## config.mk

```make
export PLATFORM = sky130hd
export DESIGN_NAME = ps2_mouse_packet_tracker_top_flat
export DESIGN_NICKNAME = d
export VERILOG_FILES = /design/src/rtl/pmt_pkg.sv /design/src/rtl/pmt_in_if.sv /design/src/rtl/pmt_out_if.sv /design/src/rtl/pmt_front.sv /design/src/rtl/pmt_queue.sv /design/src/rtl/pmt_back.sv /design/src/rtl/ps2_mouse_packet_tracker_top.sv /design/src/flat_wrapper.sv
export SDC_FILE = /design/constraint.sdc
export NUM_CORES = 1
export LEC_CHECK = 0
export ABC_AREA = 0
export ABC_CLOCK_PERIOD_IN_PS = 6900
export BUFFER_PORTS_ARGS = -buffer_cell sky130_fd_sc_hd__buf_4
export CORE_MARGIN = 5
export CORE_UTILIZATION = 55
export CTS_CLUSTER_DIAMETER = 30
export DETAILED_ROUTE_END_ITERATION = 6
export GPL_ROUTABILITY_DRIVEN = 1
export PLACE_DENSITY = 0.79
export SYNTH_ARGS = -nofsm -noshare
export SYNTH_HDL_FRONTEND = slang
export SYNTH_SLANG_ARGS = --single-unit
```

## constraint.sdc

```tcl
create_clock -name clk -period 6.9 [get_ports clk]
set_input_delay 0.345 -clock clk [delete_from_list [all_inputs] [get_ports clk]]
set_output_delay 0.345 -clock clk [all_outputs]
set_load 0.02 [all_outputs]
```

## src/rtl/pmt_pkg.sv

```systemverilog
// Package for the PS/2 mouse packet tracker.
// Shared widths, codes, register indexes and the command word type.
// No dependencies.
`default_nettype none

package pmt_pkg;

  localparam int BYTE_W      = 8;
  localparam int POS_FIELD_W = 16;
  localparam int BTN_W       = 3;
  localparam int SENS_W      = 8;
  localparam int LIMIT_W     = 16;
  localparam int CFG_INDEX_W = 2;
  localparam int CFG_DATA_W  = 16;
  localparam int DELTA_W     = 19;
  localparam int QUEUE_DEPTH = 2;

  localparam logic OP_BYTE  = 1'b0;
  localparam logic OP_WRITE = 1'b1;

  localparam logic AXIS_X = 1'b0;
  localparam logic AXIS_Y = 1'b1;

  localparam logic CMD_MOVE  = 1'b0;
  localparam logic CMD_WRITE = 1'b1;

  localparam logic [CFG_INDEX_W-1:0] CFG_SENSITIVITY = 2'd0;
  localparam logic [CFG_INDEX_W-1:0] CFG_LIMIT_X     = 2'd1;
  localparam logic [CFG_INDEX_W-1:0] CFG_LIMIT_Y     = 2'd2;

  localparam logic [SENS_W-1:0]  SENS_RESET    = 8'd1;
  localparam logic [LIMIT_W-1:0] LIMIT_X_RESET = 16'd640;
  localparam logic [LIMIT_W-1:0] LIMIT_Y_RESET = 16'd480;

  localparam int SYNC_BIT  = 3;
  localparam int XSIGN_BIT = 4;
  localparam int YSIGN_BIT = 5;
  localparam logic [BYTE_W-1:0] OVF_MASK = 8'hC0;

  typedef struct packed {
    logic                   kind;
    logic                   axis;
    logic [POS_FIELD_W-1:0] npos;
    logic [BYTE_W-1:0]      flag_byte;
    logic [BYTE_W-1:0]      x_byte;
    logic [BYTE_W-1:0]      y_byte;
  } cmd_t;

endpackage

`default_nettype wire

```

## src/rtl/pmt_in_if.sv

```systemverilog
// Input channel of the packet tracker: valid/ready plus the item word.
// Depends on pmt_pkg.
`default_nettype none

interface pmt_in_if;
  logic                            valid;
  logic                            ready;
  logic                            op;
  logic [pmt_pkg::BYTE_W-1:0]      rx_byte;
  logic                            axis_sel;
  logic [pmt_pkg::POS_FIELD_W-1:0] new_position;

  modport source (output valid, op, rx_byte, axis_sel, new_position, input ready);
  modport sink   (input valid, op, rx_byte, axis_sel, new_position, output ready);
endinterface

`default_nettype wire

```

## src/rtl/pmt_out_if.sv

```systemverilog
// Result channel of the packet tracker: valid/ready plus the position word.
// Depends on pmt_pkg.
`default_nettype none

interface pmt_out_if;
  logic                            valid;
  logic                            ready;
  logic [pmt_pkg::POS_FIELD_W-1:0] pos_x;
  logic [pmt_pkg::POS_FIELD_W-1:0] pos_y;
  logic [pmt_pkg::BTN_W-1:0]       button_bits;

  modport source (output valid, pos_x, pos_y, button_bits, input ready);
  modport sink   (input valid, pos_x, pos_y, button_bits, output ready);
endinterface

`default_nettype wire

```

## src/rtl/pmt_front.sv

```systemverilog
// Front end: accepts input words, tracks packet phase and emits commands.
// Depends on pmt_pkg and pmt_in_if.
`default_nettype none

module pmt_front (
  input  wire logic  clk,
  input  wire logic  rst,
  pmt_in_if.sink     item,
  input  wire logic  space,
  output pmt_pkg::cmd_t push_cmd,
  output logic       push_valid
);

  localparam logic [1:0] PHASE_FLAG = 2'd0;
  localparam logic [1:0] PHASE_X    = 2'd1;
  localparam logic [1:0] PHASE_Y    = 2'd2;

  logic [1:0]                 byte_phase;
  logic [1:0]                 byte_phase_next;
  logic [pmt_pkg::BYTE_W-1:0] flag_byte;
  logic [pmt_pkg::BYTE_W-1:0] x_byte;
  logic                       accept;

  assign item.ready = space;
  assign accept     = item.valid && space;

  always_comb begin
    byte_phase_next     = byte_phase;
    push_valid          = 1'b0;
    push_cmd.kind       = pmt_pkg::CMD_MOVE;
    push_cmd.axis       = item.axis_sel;
    push_cmd.npos       = item.new_position;
    push_cmd.flag_byte  = flag_byte;
    push_cmd.x_byte     = x_byte;
    push_cmd.y_byte     = item.rx_byte;
    if (accept) begin
      if (item.op == pmt_pkg::OP_WRITE) begin
        push_valid    = 1'b1;
        push_cmd.kind = pmt_pkg::CMD_WRITE;
      end else begin
        case (byte_phase)
          PHASE_FLAG: begin
            if (item.rx_byte[pmt_pkg::SYNC_BIT]) begin
              byte_phase_next = PHASE_X;
            end
          end
          PHASE_X: begin
            byte_phase_next = PHASE_Y;
          end
          default: begin
            byte_phase_next = PHASE_FLAG;
            push_valid      = ((flag_byte & pmt_pkg::OVF_MASK) == '0);
          end
        endcase
      end
    end
  end

  always_ff @(posedge clk) begin
    if (rst) begin
      byte_phase <= PHASE_FLAG;
      flag_byte  <= '0;
      x_byte     <= '0;
    end else begin
      byte_phase <= byte_phase_next;
      if (accept && item.op == pmt_pkg::OP_BYTE) begin
        if (byte_phase == PHASE_FLAG && item.rx_byte[pmt_pkg::SYNC_BIT]) begin
          flag_byte <= item.rx_byte;
        end
        if (byte_phase == PHASE_X) begin
          x_byte <= item.rx_byte;
        end
      end
    end
  end

endmodule

`default_nettype wire

```

## src/rtl/pmt_queue.sv

```systemverilog
// Two-entry command queue between the front end and the back end.
// Depends on pmt_pkg.
`default_nettype none

module pmt_queue (
  input  wire logic          clk,
  input  wire logic          rst,
  input  wire logic          push_valid,
  input  wire pmt_pkg::cmd_t push_cmd,
  output logic               space,
  output logic               pop_valid,
  output pmt_pkg::cmd_t      pop_cmd,
  input  wire logic          pop
);

  localparam int PTR_W = $clog2(pmt_pkg::QUEUE_DEPTH);
  localparam int CNT_W = $clog2(pmt_pkg::QUEUE_DEPTH + 1);

  pmt_pkg::cmd_t    entries [pmt_pkg::QUEUE_DEPTH];
  logic [PTR_W-1:0] wr_ptr;
  logic [PTR_W-1:0] rd_ptr;
  logic [CNT_W-1:0] count;
  logic             do_push;
  logic             do_pop;

  assign space     = (count != CNT_W'(pmt_pkg::QUEUE_DEPTH));
  assign pop_valid = (count != '0);
  assign pop_cmd   = entries[rd_ptr];
  assign do_push   = push_valid && space;
  assign do_pop    = pop && pop_valid;

  always_ff @(posedge clk) begin
    if (do_push) begin
      entries[wr_ptr] <= push_cmd;
    end
  end

  always_ff @(posedge clk) begin
    if (rst) begin
      wr_ptr <= '0;
      rd_ptr <= '0;
      count  <= '0;
    end else begin
      if (do_push) begin
        wr_ptr <= (wr_ptr == PTR_W'(pmt_pkg::QUEUE_DEPTH - 1)) ? '0 : wr_ptr + 1'b1;
      end
      if (do_pop) begin
        rd_ptr <= (rd_ptr == PTR_W'(pmt_pkg::QUEUE_DEPTH - 1)) ? '0 : rd_ptr + 1'b1;
      end
      if (do_push && !do_pop) begin
        count <= count + 1'b1;
      end else if (do_pop && !do_push) begin
        count <= count - 1'b1;
      end
    end
  end

endmodule

`default_nettype wire

```

## src/rtl/pmt_back.sv

```systemverilog
// Back end: scales deltas, then adds and clamps into the pointer position, or loads a written position.
// Holds the configuration registers. Depends on pmt_pkg and pmt_out_if.
`default_nettype none

module pmt_back #(
  parameter int POS_BITS = 16
) (
  input  wire logic                              clk,
  input  wire logic                              rst,
  input  wire logic                              cfg_we,
  input  wire logic [pmt_pkg::CFG_INDEX_W-1:0]   cfg_index,
  input  wire logic [pmt_pkg::CFG_DATA_W-1:0]    cfg_data,
  input  wire logic                              pop_valid,
  input  wire pmt_pkg::cmd_t                     pop_cmd,
  output logic                                   pop,
  pmt_out_if.source                              result
);

  localparam int DW    = pmt_pkg::DELTA_W;
  localparam int SUM_W = ((POS_BITS > DW) ? POS_BITS : DW) + 2;

  logic [pmt_pkg::SENS_W-1:0]  sensitivity;
  logic [pmt_pkg::LIMIT_W-1:0] limit_x;
  logic [pmt_pkg::LIMIT_W-1:0] limit_y;

  logic                      a_valid;
  logic                      a_kind;
  logic                      a_axis;
  logic [POS_BITS-1:0]       a_npos;
  logic [pmt_pkg::BTN_W-1:0] a_buttons;
  logic signed [DW-1:0]      a_dx;
  logic signed [DW-1:0]      a_dy;

  logic signed [DW-1:0]      xs;
  logic signed [DW-1:0]      ys;
  logic signed [DW-1:0]      sens_s;
  logic signed [DW-1:0]      dx_next;
  logic signed [DW-1:0]      dy_next;
  logic                      a_ready;
  logic                      b_take;

  logic [POS_BITS-1:0]       cur_x;
  logic [POS_BITS-1:0]       cur_y;
  logic [pmt_pkg::BTN_W-1:0] held_buttons;
  logic                      out_valid;

  function automatic logic [POS_BITS-1:0] clamp_move(
    input logic [POS_BITS-1:0]         cur,
    input logic signed [DW-1:0]        delta,
    input logic [pmt_pkg::LIMIT_W-1:0] limit
  );
    logic signed [SUM_W-1:0] sum;
    logic signed [SUM_W-1:0] hi;
    logic signed [SUM_W-1:0] top;
    sum = $signed({{(SUM_W-POS_BITS){1'b0}}, cur})
        + $signed({{(SUM_W-DW){delta[DW-1]}}, delta});
    top = $signed({{(SUM_W-POS_BITS){1'b0}}, {POS_BITS{1'b1}}});
    hi  = $signed({{(SUM_W-pmt_pkg::LIMIT_W){1'b0}}, limit});
    if (hi > top) begin
      hi = top;
    end
    if (sum[SUM_W-1]) begin
      sum = '0;
    end else if (sum > hi) begin
      sum = hi;
    end
    return sum[POS_BITS-1:0];
  endfunction

  always_ff @(posedge clk) begin
    if (rst) begin
      sensitivity <= pmt_pkg::SENS_RESET;
      limit_x     <= pmt_pkg::LIMIT_X_RESET;
      limit_y     <= pmt_pkg::LIMIT_Y_RESET;
    end else if (cfg_we) begin
      case (cfg_index)
        pmt_pkg::CFG_SENSITIVITY: sensitivity <= cfg_data[pmt_pkg::SENS_W-1:0];
        pmt_pkg::CFG_LIMIT_X:     limit_x     <= cfg_data[pmt_pkg::LIMIT_W-1:0];
        pmt_pkg::CFG_LIMIT_Y:     limit_y     <= cfg_data[pmt_pkg::LIMIT_W-1:0];
        default: ;
      endcase
    end
  end

  // Scale stage: sign-extend from the flag byte, negate Y, multiply.
  always_comb begin
    xs = $signed({{(DW-pmt_pkg::BYTE_W){pop_cmd.flag_byte[pmt_pkg::XSIGN_BIT]}},
                  pop_cmd.x_byte});
    ys = $signed({{(DW-pmt_pkg::BYTE_W){pop_cmd.flag_byte[pmt_pkg::YSIGN_BIT]}},
                  pop_cmd.y_byte});
    sens_s  = $signed({{(DW-pmt_pkg::SENS_W){1'b0}}, sensitivity});
    dx_next = xs * sens_s;
    dy_next = (-ys) * sens_s;
  end

  assign out_valid = result.valid;
  assign b_take    = a_valid && (!out_valid || result.ready);
  assign a_ready   = !a_valid || b_take;
  assign pop       = pop_valid && a_ready;

  always_ff @(posedge clk) begin
    if (pop) begin
      a_kind    <= pop_cmd.kind;
      a_axis    <= pop_cmd.axis;
      a_npos    <= POS_BITS'(pop_cmd.npos);
      a_buttons <= pop_cmd.flag_byte[pmt_pkg::BTN_W-1:0];
      a_dx      <= dx_next;
      a_dy      <= dy_next;
    end
  end

  always_ff @(posedge clk) begin
    if (rst) begin
      a_valid <= 1'b0;
    end else if (a_ready) begin
      a_valid <= pop_valid;
    end
  end

  // Position stage: the result word shows the position registers directly.
  always_ff @(posedge clk) begin
    if (rst) begin
      cur_x        <= '0;
      cur_y        <= '0;
      held_buttons <= '0;
      result.valid <= 1'b0;
    end else begin
      if (b_take) begin
        result.valid <= 1'b1;
        if (a_kind == pmt_pkg::CMD_WRITE) begin
          if (a_axis == pmt_pkg::AXIS_X) begin
            cur_x <= a_npos;
          end else begin
            cur_y <= a_npos;
          end
        end else begin
          cur_x        <= clamp_move(cur_x, a_dx, limit_x);
          cur_y        <= clamp_move(cur_y, a_dy, limit_y);
          held_buttons <= a_buttons;
        end
      end else if (result.ready) begin
        result.valid <= 1'b0;
      end
    end
  end

  assign result.pos_x       = pmt_pkg::POS_FIELD_W'(cur_x);
  assign result.pos_y       = pmt_pkg::POS_FIELD_W'(cur_y);
  assign result.button_bits = held_buttons;

endmodule

`default_nettype wire

```

## src/rtl/ps2_mouse_packet_tracker_top.sv

```systemverilog
// PS/2 mouse packet tracker, top level.
// Channels: item (sink) takes one word per handshake: op 0 carries a mouse
// byte in rx_byte, op 1 writes new_position to the axis chosen by axis_sel.
// result (source) gives pos_x, pos_y and button_bits after every accepted
// packet with no overflow bit and after every position write.
// Configuration: cfg_we/cfg_index/cfg_data write sensitivity (0), limit_x (1)
// and limit_y (2); write only while the block is idle.
// A result word passes through the command queue, the scale-stage register and
// the position registers before it is valid.
// Throughput: one item per cycle while result is not stalled, set by the scale
// stage and the add-and-clamp stage in the back end.
// Reset: positions, buttons and packet phase clear to zero, sensitivity to 1,
// limits to 640 and 480; item.ready rises in the first cycle after reset.
// Stall: while result is held, the word stays stable; the scale stage and a
// two-entry command queue keep absorbing items, then item.ready drops.
// POS_BITS sets the width of the stored positions.
`default_nettype none

module ps2_mouse_packet_tracker_top #(
  parameter int POS_BITS = 16
) (
  input  wire logic                            clk,
  input  wire logic                            rst,
  input  wire logic                            cfg_we,
  input  wire logic [pmt_pkg::CFG_INDEX_W-1:0] cfg_index,
  input  wire logic [pmt_pkg::CFG_DATA_W-1:0]  cfg_data,
  pmt_in_if.sink                               item,
  pmt_out_if.source                            result
);

  pmt_pkg::cmd_t push_cmd;
  pmt_pkg::cmd_t pop_cmd;
  logic          push_valid;
  logic          space;
  logic          pop_valid;
  logic          pop;

  pmt_front u_front (
    .clk        (clk),
    .rst        (rst),
    .item       (item),
    .space      (space),
    .push_cmd   (push_cmd),
    .push_valid (push_valid)
  );

  pmt_queue u_queue (
    .clk        (clk),
    .rst        (rst),
    .push_valid (push_valid),
    .push_cmd   (push_cmd),
    .space      (space),
    .pop_valid  (pop_valid),
    .pop_cmd    (pop_cmd),
    .pop        (pop)
  );

  pmt_back #(
    .POS_BITS (POS_BITS)
  ) u_back (
    .clk       (clk),
    .rst       (rst),
    .cfg_we    (cfg_we),
    .cfg_index (cfg_index),
    .cfg_data  (cfg_data),
    .pop_valid (pop_valid),
    .pop_cmd   (pop_cmd),
    .pop       (pop),
    .result    (result)
  );

endmodule

`default_nettype wire

```

## src/flat_wrapper.sv

```systemverilog
// flat-port wrapper written by rule: the top's interface ports become plain ports
module ps2_mouse_packet_tracker_top_flat 
#(
  parameter int POS_BITS = 16
)
  (clk, rst, cfg_we, cfg_index, cfg_data, item_valid, item_op, item_rx_byte, item_axis_sel, item_new_position, item_ready, result_valid, result_pos_x, result_pos_y, result_button_bits, result_ready);
  pmt_in_if item_i ();
  pmt_out_if result_i ();
  input  wire logic clk;
  input  wire logic rst;
  input  wire logic cfg_we;
  input  wire logic [pmt_pkg::CFG_INDEX_W-1:0] cfg_index;
  input  wire logic [pmt_pkg::CFG_DATA_W-1:0] cfg_data;
  input wire logic [$bits(item_i.valid)-1:0] item_valid;
  input wire logic [$bits(item_i.op)-1:0] item_op;
  input wire logic [$bits(item_i.rx_byte)-1:0] item_rx_byte;
  input wire logic [$bits(item_i.axis_sel)-1:0] item_axis_sel;
  input wire logic [$bits(item_i.new_position)-1:0] item_new_position;
  output wire logic [$bits(item_i.ready)-1:0] item_ready;
  output wire logic [$bits(result_i.valid)-1:0] result_valid;
  output wire logic [$bits(result_i.pos_x)-1:0] result_pos_x;
  output wire logic [$bits(result_i.pos_y)-1:0] result_pos_y;
  output wire logic [$bits(result_i.button_bits)-1:0] result_button_bits;
  input wire logic [$bits(result_i.ready)-1:0] result_ready;
  assign item_i.valid = item_valid;
  assign item_i.op = item_op;
  assign item_i.rx_byte = item_rx_byte;
  assign item_i.axis_sel = item_axis_sel;
  assign item_i.new_position = item_new_position;
  assign item_ready = item_i.ready;
  assign result_valid = result_i.valid;
  assign result_pos_x = result_i.pos_x;
  assign result_pos_y = result_i.pos_y;
  assign result_button_bits = result_i.button_bits;
  assign result_i.ready = result_ready;
  ps2_mouse_packet_tracker_top #(.POS_BITS(POS_BITS)) u_core (.clk(clk), .rst(rst), .cfg_we(cfg_we), .cfg_index(cfg_index), .cfg_data(cfg_data), .item(item_i), .result(result_i));
endmodule
```

### Word level (Yosys, flattened, before mapping)

Memory sizes are Yosys's and may differ from the RTL's. A register that Yosys moved wholly into a read port is not among the register bits.
Cells that the tools add are included.

* bits in registers: 157
* RAM bits: 84
* input bits: 49
* output and inout port bits: 37
* word-level logic and storage cells: 97
* memories kept: 1

Memory list
* u_core.u_queue.entries: words 2, width 42, rd ports 1, clocked after Yosys merged registers in 1, write ports 1, line pmt_queue.sv:19 `pmt_pkg::cmd_t entries [pmt_pkg::QUEUE_DEPTH];`

* $add $sub $neg: 7
* multipliers: 2
* $lt $le $gt $ge: 2
* equal/unequal tests: 7
* muxes and demuxes: 25
* bitwise gates (word level): 2
* reductions and logical operators: 31

Operator list (count)
* 2-to-1 mux 16 bit: 8
* adder 17 x 19 -> 20 bit: 1
* greater-than comparator 20 x 17 -> 1 bit: 1
* adder 17 x 18 -> 19 bit: 1
* greater-than comparator 19 x 17 -> 1 bit: 1
* multiplier 19 x 9 -> 19 bit: 1
* negation 9 -> 19 bit: 1
* multiplier 9 x 9 -> 18 bit: 1
* AND reduction 2 bit: 8
* 2-to-1 mux 1 bit: 13
* logical AND 1 bit: 9
* zero test 8 bit: 1
* 2-to-1 mux 2 bit: 3
* inequality test 2 bit (second input constant): 3
* nonzero test 2 bit: 3
* == test 2 x 1 -> 1 bit (second input constant): 2
* zero test 1 bit: 4
* zero test 2 bit: 2
* case mux 2 bit (2 select lines): 1
* AND reduction 3 bit: 1
* adder 1 bit (second input constant): 2
* adder 2 x 1 -> 2 bit (second input constant): 1
* == test 2 bit (second input constant): 1
* logical OR 1 bit: 2
* other kinds (4): 5

### Depth between registers and ports, before layout

* depth in word-level cells: 10
* gate-level depth with buffers: 25

### Cells and area by module

From an unflattened synthesis, not the netlist that was laid out.

* cells, all modules: 1864
* area, all modules: 18372.6 µm²

By module, submodules not included
* pmt_back: instances 1, cells each 1607, area each 14159.8 µm², sequential area each 3283.1 µm²
* pmt_queue: instances 1, cells each 155, area each 3243.1 µm², sequential area each 2622.5 µm²
* pmt_front: instances 1, cells each 102, area each 969.7 µm², sequential area each 360.3 µm²

### Worst setup path after synthesis

No wires, ideal clock.

* path kind: flip-flop to flip-flop
* start point: register (tool-made name)
* end point: register u_core.u_back.a_dy[17], data pin
* library setup time: 0.258 ns
* arrival: 6.223 ns
* required time: 6.642 ns
* setup slack: 0.420 ns
* cell stages (with the launch flop): 23
* path buffers: 1
* period minus slack after synthesis: 6.480 ns
* cell sequence: dfxtp_1 buf_6 mux2i_1 ha_1 o21ai_1 or2_2 or2_2 ha_1 nand2b_1 fa_1 inv_1 fa_1 fa_1 inv_1 fa_1 inv_1 ha_1 a211oi_1 o31ai_1 or4_1 a31o_2 a21oi_1 xnor2_1

RTL lines
* end signal: assignment: line pmt_back.sv:108 `a_dy <= dy_next;`
* end: declaration: line pmt_back.sv:32 `logic signed [DW-1:0] a_dy;`

==> impl_metrics.tcl <==
set metrics [dict create \
    p_seq_share_pct 26.1 \
    antenna_found_initial 0 \
    final_common_cell "inv_1" \
    worstSetupPathType "flop to flop" \
    synth_area_sq_um 17800 \
    p_per_area_nw_per_um2 392 \
    grt_usage_pct 23.8 \
    fillerInstances 2424 \
    port_buffers 85 \
    synthFlopType "edfxtp_1" \
    die_h_microns 190 \
    dp_slack_ns 0.529 \
    end_kind "flop" \
    hpwl_microns 31500 \
    firstDrtPassIters 7 \
    routed_wl_microns 42200 \
    multi_input_area_sq_um 10400 \
    clk_pin_slew_ns 0.05 \
    skew_ns 0.0167 \
    ant_nets 0 \
    ioPinCount 86 \
    cp_max_fo 20 \
    cpPeakStageDelay_ns 0.55 \
    p_leak_nw 9.16 \
    grt_overflow_total 0 \
    grt-busiest-layer "met2" \
    vias 12995 \
    clockPowerShare_pct 29.5 \
    synth.distinct_cells 75 \
    drt_iter0_markers 719 \
    cp_common_cell "fa_1" \
    num-nets-final 2237 \
    ff2ff_path_depth 21 \
    reg2reg_slack_ns 0.48 \
    min_period_over_period_pct 93.1 \
    wl_per_cell_microns 18.0 \
    hold_depth 1 \
    initial_core_util_pct 56.0 \
    clock-root-buffer "clkbuf_16" \
    first_global_vias 13444 \
    synth.avg_cell_area_sq_um 9.88 \
    synth.area.top_cells "edfxtp_1 23%, fa_1 16%, dfxtp_1 11%" \
    grt_max_degree 60 \
    finalHoldViolations 0 \
    ys_seq_area_share_pct 34.1 \
    htreeDepth 2 \
    maxCapViolCount 0 \
    via_per_inst 5.53 \
    maxSlewViolCount 0 \
    ir_drop_v 0.000299 \
    postCtsResizedCells 0 \
    drc_errors 0 \
    comb_power_share_pct 44.5 \
    drive_gt1_share_pct 12.8 \
    row_count 65 \
    die-area_sq_um 36000 \
    antenna_cells 0 \
    reg2reg_to "u_core.u_back.a_dy[17]" \
    die_x_microns 190 \
    rsz0062_at_grt "false" \
    cp_cell_sequence "buf_4, nor3b_1, o21ai_1, or2_2, or2_2, ha_1, nand2b_1, fa_1, inv_1, fa_1, fa_1, inv_1, fa_1, inv_1, ha_1, a211oi_1, o31ai_1, or4_1, a31o_2, a21oi_1, xnor2_1" \
    p_switching_mw 3.17 \
    p_total_mw 8.11 \
    async_flop_share_pct 0 \
    startpoint_type "flop" \
    synth_edf_count 136 \
    maxSlewHeadroom_pct 16.2 \
    synthCells 1799 \
    crit_slowest_cell "fa_1" \
    setup_viol_count_final 0 \
    coreArea_sq_um 31700 \
    grt_pass1_wl_microns 69400 \
    fin_area_sq_um 20700 \
    crit_arrival_ns 6.72 \
    required_ns 7.20 \
    worstHoldStart "item_rx_byte[5]" \
    p_int_mw 4.94 \
    final_cell_mix "271 x inv_1, 211 x nand2_1, 140 x fa_1, 140 x ha_1, 136 x edfxtp_1" \
    ys_warn_count 0 \
    tns_ns 0 \
    post_dp_cell_area_sq_um 18800 \
    holdPathEnd "u_core.u_queue.entries[1][5]" \
    cts_tree "yes" \
    fmax_ghz 0.156 \
    grt.met2_usage_pct 39.9 \
    period_needed_ns 6.42 \
    status "completed" \
    clock-sinks 235 \
    gp_congestion 0.985 \
    syn_nets 2128 \
    worstHoldPathType "input pin to flop" \
    ys_ff_latch 235 \
    numCtsBuffers 48 \
    cts_max_path_buffers 3 \
    area_delta_synth_final_pct 16.3 \
    yosysTopAreaCell "edfxtp_1" \
    worst_slew_pin_slew_ns 1.25 \
    register_area_sq_um 6070 \
    power.switching_fraction_pct 39.0 \
    synth_top_area_share_pct 23.0 \
    use_met3_pct 3.80 \
    grt_use_met1_pct 31.9 \
    fin_util_pct 65.1 \
    clk_latency_ns 0.55 \
    fin_ws_ns 0.477 \
]
-- synthesized netlist by cell type, drive strengths merged (6+ instances only) --
| cell | instances |
|---|---|
| mux2i | 50 |
| nor3 | 18 |
| mux2 | 39 |
| nand4 | 10 |
| o21bai | 7 |
| nand2b | 16 |
| o211ai | 6 |
| a311oi | 10 |
| nand3 | 17 |
| a211o | 12 |
| buf | 13 |
| a21o | 24 |
| ha | 140 |
| nor2b | 36 |
| a21oi | 100 |
| edfxtp | 136 |
| a31oi | 10 |
| inv | 272 |
| dfxtp | 99 |
| a211oi | 12 |
| clkbuf | 47 |
| fa | 140 |
| xor2 | 13 |
| and2 | 60 |
| o22ai | 13 |
| o21a | 10 |
| nand2 | 211 |
| xnor2 | 62 |
| nor2 | 109 |
| o21ai | 37 |
-- layer usage --
metal / wire, microns / up-vias / share of wire, %
met3: 2280 / 75 / 5.4
met2: 20300 / 375 / 48
met1: 18400 / 6317 / 44
met4: 1250 / 0 / 3.0
met5: 0 / - / 0
li1: - / 6228 / -
-- worst max path at each step --
| stage | depth (start not counted) | from | end |
|---|---|---|---|
| floorplan | 22 | flop | u_core.u_back.a_dy[17] |
| global placement | 21 | flop | u_core.u_back.a_dy[17] |
| detailed placement | 24 | flop | u_core.u_back.a_dy[17] |
| CTS | 21 | flop | u_core.u_back.a_dy[17] |
| global route | 24 | flop | u_core.u_back.a_dy[17] |
| finish | 21 | flop | u_core.u_back.a_dy[17] |
-- power by group through the flow --
stage | clock, mW | combinational (mW) | sequential (mW)
detailed placement | 0 | 3.54 | 2.13
CTS | 2.42 | 3.60 | 2.11
global route | 2.51 | 4.04 | 2.13
floorplan | 0 | 2.67 | 2.07
finish | 2.39 | 3.60 | 2.11
global placement | 0 | 3.44 | 2.12
-- stage by stage --
step           cells  hold WS, ns
2_1_floorplan   1799        0.425
3_3_place_gp    2240        0.432
3_5_place_dp    2240        0.441
4_1_cts         2350      0.00441
5_1_grt         2350     0.000844
6_report        2350       0.0116
-- state kept, by name (all words and copies together), names as in the netlist, 7 cells and up, named ones only --
| signal | cells |
|---|---|
| u_core.u_queue.entries | 78 |
| u_core.u_front.flag_byte | 7 |
| u_core.u_front.x_byte | 8 |
| u_core.u_back.result.pos_y | 16 |
| u_core.u_back.a_npos | 16 |
| u_core.u_back.limit_x | 16 |
| u_core.u_back.sensitivity | 8 |
| u_core.u_back.result.pos_x | 16 |
| u_core.u_back.a_dy | 19 |
| u_core.u_back.limit_y | 16 |
| u_core.u_back.a_dx | 18 |
-- logic make-up (layout without fill, tap and decap cells) --
family,after synthesis,count (layout),share of synthesized area (%)
buffers and inverters,334,483,7.43
AO/OA/AOI/OAI,268,268,10.0
XOR/XNOR,75,75,3.70
flip-flops,235,235,34.1
multiplexers,89,89,5.35
adder cells (fa/ha/maj),280,280,25.6
AND/OR/NAND/NOR,518,518,13.7
-- repair_timing --
| action | in CTS | in global routing |
|---|---|---|
| hold buffers | 20 | 0 |
| buffers inserted | 0 | 0 |
| hold endpoints to repair | 39 | 0 |
-- worst max-delay path: cells and delay by family (launching register included) --
family                   cells  cell delay [ns]
adder cells (fa/ha/maj)      6             2.76
AND/OR/NAND/NOR              5             1.54
AO/OA/AOI/OAI                5             1.03
buffers and inverters        4             0.39
flip-flops                   1             0.35
XOR/XNOR                     1             0.09
-- final cells by class --
cell class	instances	area share, %
Sequential cell	235	29.4
Timing Repair Buffer	121	4.64
Inverter	272	4.94
Clock inverter	37	2.16
Tap cell	402	2.43
Clock buffer	53	6.11
Multi-Input combinational cell	1230	50.4
No activity file was read; power rests on OpenSTA's default activity.
